==> src/rtl/core/bpa_pkg.sv <==
package bpa_pkg;

	localparam int PAGE_COUNT = 1024;
	localparam int TOP_ORDER  = 10;
	localparam int IDX_W      = $clog2(PAGE_COUNT);
	localparam int LNK_W      = IDX_W + 1;
	localparam int ORD_W      = $clog2(TOP_ORDER + 1);
	localparam int HEAD_N     = TOP_ORDER + 1;

	localparam logic [LNK_W-1:0] NIL = LNK_W'(PAGE_COUNT);

	localparam logic [1:0] REQ_ALLOC  = 2'd0;
	localparam logic [1:0] REQ_FREE   = 2'd1;
	localparam logic [1:0] REQ_DONATE = 2'd2;

	localparam logic [1:0] ST_OK       = 2'd0;
	localparam logic [1:0] ST_OOM      = 2'd1;
	localparam logic [1:0] ST_NOT_USED = 2'd2;
	localparam logic [1:0] ST_PERM     = 2'd3;

	typedef enum logic [4:0] {
		OP_NONE,
		OP_CLR,
		OP_LOAD,
		OP_K0,
		OP_KINC,
		OP_HEAD_TO_P,
		OP_X_P,
		OP_X_B,
		OP_U_RD,
		OP_U_LINK,
		OP_U_NIL,
		OP_P_LINK,
		OP_P_BACK,
		OP_SPLIT_B,
		OP_CHK_RD,
		OP_REL_START,
		OP_BUD_CALC,
		OP_BUD_RD,
		OP_MERGE,
		OP_ORD_P,
		OP_SET_USED,
		OP_RES_OOM,
		OP_RES_NU,
		OP_RES_PERM,
		OP_RES_OK,
		OP_PUBLISH
	} op_t;

	typedef struct packed {
		logic       clr_done;
		logic       head_valid;
		logic       k_top;
		logic       k_zero;
		logic       pg_valid;
		logic       b_valid;
		logic       in_use;
		logic       perm;
		logic       bud_free;
		logic [1:0] req;
	} stat_t;

	function automatic logic pg_ok(input logic [LNK_W-1:0] x);
		return x < NIL;
	endfunction

endpackage

==> src/rtl/core/bpa_ctrl.sv <==
module bpa_ctrl import bpa_pkg::*; (
	input  logic  clk,
	input  logic  arst_n,
	input  logic  in_valid,
	output logic  in_ready,
	output logic  out_valid,
	input  logic  out_ready,
	input  stat_t stat,
	output op_t   op
);

	localparam logic [4:0] S_CLR     = 5'd0;
	localparam logic [4:0] S_IDLE    = 5'd1;
	localparam logic [4:0] S_DISP    = 5'd2;
	localparam logic [4:0] S_A_SCAN  = 5'd3;
	localparam logic [4:0] S_A_HEAD  = 5'd4;
	localparam logic [4:0] S_A_LAST  = 5'd5;
	localparam logic [4:0] S_A_SPLIT = 5'd6;
	localparam logic [4:0] S_A_PB    = 5'd7;
	localparam logic [4:0] S_A_PP    = 5'd8;
	localparam logic [4:0] S_A_NEXT  = 5'd9;
	localparam logic [4:0] S_A_USE   = 5'd10;
	localparam logic [4:0] S_CHK     = 5'd11;
	localparam logic [4:0] S_R_LOOP  = 5'd12;
	localparam logic [4:0] S_R_BV    = 5'd13;
	localparam logic [4:0] S_R_BCHK  = 5'd14;
	localparam logic [4:0] S_R_MERGE = 5'd15;
	localparam logic [4:0] S_R_ORD   = 5'd16;
	localparam logic [4:0] S_U_RD    = 5'd17;
	localparam logic [4:0] S_U_LINK  = 5'd18;
	localparam logic [4:0] S_U_NIL   = 5'd19;
	localparam logic [4:0] S_P_LINK  = 5'd20;
	localparam logic [4:0] S_P_BACK  = 5'd21;
	localparam logic [4:0] S_FIN     = 5'd22;

	logic [4:0] state_q, state_d, ret_q, ret_d;
	logic       out_valid_q, pub;

	always_comb begin
		op      = OP_NONE;
		state_d = state_q;
		ret_d   = ret_q;
		pub     = 1'b0;
		unique case (state_q)
			S_CLR: begin
				op = OP_CLR;
				if (stat.clr_done) begin
					op      = OP_NONE;
					state_d = S_IDLE;
				end
			end
			S_IDLE: begin
				if (in_valid) begin
					op      = OP_LOAD;
					state_d = S_DISP;
				end
			end
			S_DISP: begin
				if (stat.req == REQ_ALLOC) begin
					op      = OP_K0;
					state_d = S_A_SCAN;
				end else if (stat.req == REQ_FREE || stat.req == REQ_DONATE) begin
					if (!stat.pg_valid) begin
						op      = OP_RES_NU;
						state_d = S_FIN;
					end else begin
						op      = OP_CHK_RD;
						state_d = S_CHK;
					end
				end else begin
					op      = OP_RES_OK;
					state_d = S_FIN;
				end
			end
			S_A_SCAN: begin
				if (stat.head_valid) begin
					state_d = stat.k_zero ? S_A_LAST : S_A_HEAD;
				end else if (stat.k_top) begin
					op      = OP_RES_OOM;
					state_d = S_FIN;
				end else begin
					op = OP_KINC;
				end
			end
			S_A_HEAD: begin
				op      = OP_HEAD_TO_P;
				ret_d   = S_A_SPLIT;
				state_d = S_U_RD;
			end
			S_A_LAST: begin
				op      = OP_HEAD_TO_P;
				ret_d   = S_A_USE;
				state_d = S_U_RD;
			end
			S_A_SPLIT: begin
				op      = OP_SPLIT_B;
				state_d = S_A_PB;
			end
			S_A_PB: begin
				if (stat.b_valid) begin
					op      = OP_X_B;
					ret_d   = S_A_PP;
					state_d = S_P_LINK;
				end else begin
					state_d = S_A_PP;
				end
			end
			S_A_PP: begin
				op      = OP_X_P;
				ret_d   = S_A_NEXT;
				state_d = S_P_LINK;
			end
			S_A_NEXT: begin
				state_d = stat.k_zero ? S_A_LAST : S_A_HEAD;
			end
			S_A_USE: begin
				op      = OP_SET_USED;
				state_d = S_FIN;
			end
			S_CHK: begin
				if (!stat.in_use) begin
					op      = OP_RES_NU;
					state_d = S_FIN;
				end else if (stat.perm && stat.req != REQ_DONATE) begin
					op      = OP_RES_PERM;
					state_d = S_FIN;
				end else begin
					op      = OP_REL_START;
					state_d = S_R_LOOP;
				end
			end
			S_R_LOOP: begin
				if (stat.k_top) begin
					op      = OP_X_P;
					ret_d   = S_FIN;
					state_d = S_P_LINK;
				end else begin
					op      = OP_BUD_CALC;
					state_d = S_R_BV;
				end
			end
			S_R_BV: begin
				if (!stat.b_valid) begin
					op      = OP_X_P;
					ret_d   = S_FIN;
					state_d = S_P_LINK;
				end else begin
					op      = OP_BUD_RD;
					state_d = S_R_BCHK;
				end
			end
			S_R_BCHK: begin
				if (!stat.bud_free) begin
					op      = OP_X_P;
					ret_d   = S_FIN;
					state_d = S_P_LINK;
				end else begin
					op      = OP_X_B;
					ret_d   = S_R_MERGE;
					state_d = S_U_RD;
				end
			end
			S_R_MERGE: begin
				op      = OP_MERGE;
				state_d = S_R_ORD;
			end
			S_R_ORD: begin
				op      = OP_ORD_P;
				state_d = S_R_LOOP;
			end
			S_U_RD: begin
				op      = OP_U_RD;
				state_d = S_U_LINK;
			end
			S_U_LINK: begin
				op      = OP_U_LINK;
				state_d = S_U_NIL;
			end
			S_U_NIL: begin
				op      = OP_U_NIL;
				state_d = ret_q;
			end
			S_P_LINK: begin
				op      = OP_P_LINK;
				state_d = S_P_BACK;
			end
			S_P_BACK: begin
				op      = OP_P_BACK;
				state_d = ret_q;
			end
			S_FIN: begin
				if (!out_valid_q || out_ready) begin
					op      = OP_PUBLISH;
					pub     = 1'b1;
					state_d = S_IDLE;
				end
			end
			default: state_d = S_IDLE;
		endcase
	end

	always_ff @(posedge clk or negedge arst_n) begin
		if (!arst_n) begin
			state_q     <= S_CLR;
			ret_q       <= S_IDLE;
			out_valid_q <= 1'b0;
		end else begin
			state_q <= state_d;
			ret_q   <= ret_d;
			if (pub)
				out_valid_q <= 1'b1;
			else if (out_ready)
				out_valid_q <= 1'b0;
		end
	end

	assign in_ready  = (state_q == S_IDLE);
	assign out_valid = out_valid_q;

endmodule

==> config.mk <==
export PLATFORM = sky130hd
export DESIGN_NAME = bpa_ctrl
export DESIGN_NICKNAME = d
export VERILOG_FILES = /design/src/rtl/core/bpa_pkg.sv /design/src/rtl/core/bpa_ctrl.sv
export SDC_FILE = /design/constraint.sdc
export NUM_CORES = 1
export LEC_CHECK = 0
export ABC_AREA = 1
export BUFFER_PORTS_ARGS = -buffer_cell sky130_fd_sc_hd__buf_2
export CORE_UTILIZATION = 55
export CTS_CLUSTER_SIZE = 24
export DETAILED_ROUTE_END_ITERATION = 16
export HOLD_SLACK_MARGIN = 0.03
export PLACE_DENSITY = 0.79
export SETUP_SLACK_MARGIN = 0.05
export SYNTH_ARGS = -nofsm -noshare
export SYNTH_HDL_FRONTEND = slang
export SYNTH_SLANG_ARGS = --single-unit
==> constraint.sdc <==
create_clock -name clk -period 2.18 [get_ports clk]
set_clock_uncertainty 0.1 [all_clocks]
set_input_delay 0.654 -clock clk [delete_from_list [all_inputs] [get_ports clk]]
set_output_delay 0.654 -clock clk [all_outputs]
set_load 0.01 [all_outputs]
==> impl_results.md, run 1 <==
- Status: stopped before the end
- Failed at: clock tree synthesis (4_1_cts)
- Error message: [ERROR DPL-0033] detailed placement checks failed during check placement.
- TritonCTS Buffers: 3
- Synthesized area: 1262 µm²
- Largest cells by area after synthesis: nand2_1 (23%), dfrtp_1 (20%), inv_1 (9.2%)
- Simple-gate share of the synthesized area: 0.5590
- Hpwl dp: around 3.5 mm
- RD Place Congestion: 0.9994
- Sequential area share after synthesis: 0.2190
- Cts hold-fix bufs: 0
- XOR/XNOR Fraction of Synth Area: 0
- Setup repair bufs after CTS: 23
- Post-CTS Resized: 32
- Port bufs: 21
- Largest family of logic cells by synthesized area: simple AND/OR/NAND/NOR gates
- Multiplexer share of the synthesized area: 0
- Clk sinks: 11
- Clk root buf: clkbuf_4
- Cell count after synthesis: 224
- Synth warn: 0
- Distinct cells, synth: 31
- Yosys reg bits: 11
- Area leader, netlist: nand2_1
- Complex-gate fraction of the synthesized area: 0.07830
- Chip Width: 49.91 µm
- CTS H-tree lvls: 1
- Adder-cell share of the synthesized area: 0.02973
- Ports: 22
- DP Area: 1687 µm²
- Initial Utilization: 0.6123
- Longest Clk Path Bufs: 2
- Row count: 16
- Avg Cell Area, Syn: 5.636 µm²
- Die H: 49.91 µm
- Synth top area share: 0.2260
- Synthesized Nets: 242
## synth_stat cells, drive strengths merged
library cell  instances
nand2                80
nor2                 36
inv                  35
nand3                24
dfrtp                10
nor3                  7
o21ai                 6
a21oi                 4
nand4                 4
ha                    3
nand3b                3
buf                   2
a211oi                1
a31oi                 1
and3                  1
dfstp                 1
nor3b                 1
nor4                  1
o2111ai               1
o21a                  1
o221ai                1
o22ai                 1
## per-stage QoR
stage | std cells | setup WS (ns) | setup TNS, ns | hold WS, ns
after floorplan | 224 | 0.06008 | 0 | 0.2584
after global placement | 308 | -0.1700 | -0.6293 | 0.3642
after detailed placement | 308 | -0.2034 | -0.6813 | 0.3915
## logic make-up after synthesis
group                      count (synthesis)
and+or+nand+nor                          157
buffers and inverters                     37
AOI/OAI and AO/OA                         16
DFF                                       11
adders and majority gates                  3
==> run 2, diff against run 1 <==
--- a/config.mk
+++ b/config.mk
@@ -7,12 +7,10 @@
 export LEC_CHECK = 0
 export ABC_AREA = 1
 export BUFFER_PORTS_ARGS = -buffer_cell sky130_fd_sc_hd__buf_2
-export CORE_UTILIZATION = 55
-export CTS_CLUSTER_SIZE = 24
+export CORE_AREA = 2 2 63 65
 export DETAILED_ROUTE_END_ITERATION = 16
-export HOLD_SLACK_MARGIN = 0.03
-export PLACE_DENSITY = 0.79
-export SETUP_SLACK_MARGIN = 0.05
+export DIE_AREA = 0 0 65 67
+export PLACE_DENSITY_LB_ADDON = 0.15
 export SYNTH_ARGS = -nofsm -noshare
 export SYNTH_HDL_FRONTEND = slang
 export SYNTH_SLANG_ARGS = --single-unit
==> run 2 against run 1 <==
The flow now finishes, with violations (negative setup slack). Synthesized cell count unchanged. Synthesized area unchanged.
==> impl_results.md, run 2 <==
- Status: complete, but fails checks
- Failing checks: negative setup slack
- Kind of critical path: register to output port
- Int Power: ~1.4 mW
- Setup WS pre-CTS: -0.2770 ns
- Max Slew Vio Count: 0
- Synth warn: 0
- Synth top area share: 0.2260
- Max capacitance violation total: 0
- Crit-path max cell delay: approximately 0.43 ns
- CP Capture Type: output port
- Worst-path clk slew: 0.05 ns
- GR peak layer: met2
- Sequential area share after synthesis: 0.2190
- RD Place Congestion: 0.9410
- Lkg Pwr: ~1.3 nW
- Synthesized Nets: ~240
- Adder-cell share of the synthesized area: 0.02973
- Initial Utilization: 0.3501
- Number of synthesized flops with an enable pin: 0
- Clk root buf: clkbuf_8
- Worst-skew pair later-pin latency: 0.24 ns
- CTS tree: yes
- Largest cells by area after synthesis: nand2_1 (23%), dfrtp_1 (20%), inv_1 (9.2%)
- Tcrit/Tclk final: 1.133
- Sw Share: 0.4836
- Clk sinks: 11
- Asr flop ratio synth: 1.000
- Clock share of power: 0.076
- Initial DRC count: 88
- Ant. Diodes: 0
- Multiplexer share of the synthesized area: 0
- Critical Path, Cell by Cell: buf_6 > nor2_4 > nand3b_1 > nor2_4 > nor3_2 > nand3_1 > buf_2
- Fin. Hold Viols: 0
- Vias in the first global route: between 1500 and 2000
- Avg Cell Area, Syn: 5.636 µm²
- CP startpoint kind: register
- Die H: 67 µm
- Most used cell, CP: nor2_4
- Peak supply drop: 584.3 µV
- WP buf/inv: 2
- Router iterations before antenna repair: 4
- Delay-heaviest family, CP: simple AND/OR/NAND/NOR gates
- Worst hold path class: input port to asynchronous set/reset pin
- TritonCTS Buffers: 3
- Leading cell type in the layout, fill and taps excluded: buf_4
- Antenna violations before repair: 0
- First-pass GRT wire length: 7.679 mm
- Chip Width: 65 µm
- Reg-to-reg setup timing slack: around 0.26 ns
- Longest Clk Path Bufs: 2
- Via count: 1760
- Core area: 3606 µm²
- Share of layout cells above drive strength 1: 0.4795
- Overall power: around 2.7 mW
- Ports: 22
- Largest family of logic cells by synthesized area: simple AND/OR/NAND/NOR gates
- Total track usage: 0.2365
- Design Area, Final: between 2000 and 2500 µm²
- Synthesized area: 1262 µm²
- Combinational power share: 0.773
- Slew headroom: 0.7472
- Final nets: around 340
- Row count: 22
- Gr ovfl total: 0
- Core Util, Final: 0.6020
- CTS H-tree lvls: 1
- Global routing met1 resource utilization: 0.3026
- GR Util met2: 0.4085
- P per Cell Area: 1235 nW/µm²
- Final WS setup: -0.2902 ns
- Simple-gate share of the synthesized area: 0.5590
- DP Area: 1843 µm²
- Main synth FF type: dfrtp_1
- Setup violators final: 6
- XOR/XNOR Fraction of Synth Area: 0
- Data required time of the critical path: between 1 and 1.5 ns
- CP Max Fanout: 7
- Critical path arrival: 1.72 ns
- Port bufs: 21
- Flop pwr share: 0.151
- Die Area: 4355 µm²
- Via density: 4.822
- Synth cell count leaders: nand2_1 (76), inv_1 (31), nor2_1 (31)
- Critical-path top delay cell: dfrtp_2
- P&R area growth vs syn: 71.95%
- Average wire per standard cell: 13.08 µm
- Worst-margin pin slew: 0.3779 ns
- ANT nets after route: 0
- Most common cell in the netlist: nand2_1
- RSZ-0062 raised after global routing: yes
- Peak Freq: just over 0.4 GHz
- Distinct cells, synth: 31
- DRT Wirelength: 4.775 mm
- Complex-gate fraction of the synthesized area: 0.07830
- Hpwl dp: about 3.7 mm
- Largest net degree at the start of global routing: 12
- DRC viols: 0
- Most frequent cells in the layout: buf_4 (64), nand2_1 (60), inv_1 (27)
- Area leader, netlist: nand2_1
- Yosys reg bits: 11
- P_sw: 1.297 mW
- Minimum clock period: 2.470 ns
- Cell count after synthesis: 224
- Met3 usage in global routing: 0.04899
run 2: per-stage QoR:
stage / hold slack, ns / instances / TNS, ns
after floorplan: 0.2584 / 224 / 0
after global placement: 0.3638 / 348 / -0.8680
after detailed placement: 0.3602 / 348 / -0.9807
after CTS: 0.1703 / 362 / -1.179
after global routing: 0.1852 / 365 / -1.896
final: 0.1650 / 365 / -1.371
run 2: final cells by class:
type,count,area (µm²)
Clock buffer,3,41.29
Clock inverter,1,5.005
Fill cell,370,1435
Inverter,35,133.9
Multi-Input combinational cell,176,989.7
Sequential cell,11,281.5
Tap cell,48,60.06
Timing Repair Buffer,91,659.4
run 2: timing repair:
action                                  in CTS  in global routing
endpoints found under the setup margin       6                  6
setup buffers                               10                  3
gates resized for setup                     45                 12
pin swaps                                   15                  4
hold buffers                                 0                  0
run 2: path summary, 6_finish.rpt:
| check | start | endpoint | cells past startpoint |
|---|---|---|---|
| hold reg to reg | ret_q[4] | ret_q[4] | 2 |
| setup / recovery | state_q[4] | op[0] | 7 |
| min in group clk | ret_q[4] | ret_q[4] | 2 |
| max in group asynchronous | arst_n | ret_q[0] | 1 |
| hold / removal | arst_n | out_valid | 1 |
| setup reg to reg | state_q[4] | state_q[1] | 10 |
run 2: power by group through the flow:
| stage | combinational (mW) | clock (mW) | sequential (mW) |
|---|---|---|---|
| after floorplan | 0.979 | 0 | 0.368 |
| after global placement | 1.76 | 0 | 0.387 |
| after detailed placement | 1.75 | 0 | 0.385 |
| after CTS | 1.98 | 0.209 | 0.405 |
| after global routing | 2.28 | 0.216 | 0.417 |
| final | 2.07 | 0.204 | 0.405 |
run 2: cells by family after synthesis:
logic type	count (synthesis)
AO/OA/AOI/OAI	16
adder cells (fa/ha/maj)	3
buffers and inverters	37
flip-flops	11
AND/OR/NAND/NOR	157
run 2: metal layers:
metal | vias to the layer above | wire (µm)
li1 | 899 | -
met1 | 795 | 2074
met2 | 57 | 2322
met5 | - | 0
met4 | 0 | 65
met3 | 9 | 313
run 2: worst register-to-register path, delay by kind of cell, from the launching register on:
kind / cells / cell delay, ns
and+or+nand+nor: 5 / 0.61
buffers and inverters: 4 / 0.60
DFF: 1 / 0.43
AOI/OAI and AO/OA: 1 / 0.08
(Power assumes the default switching activity.)
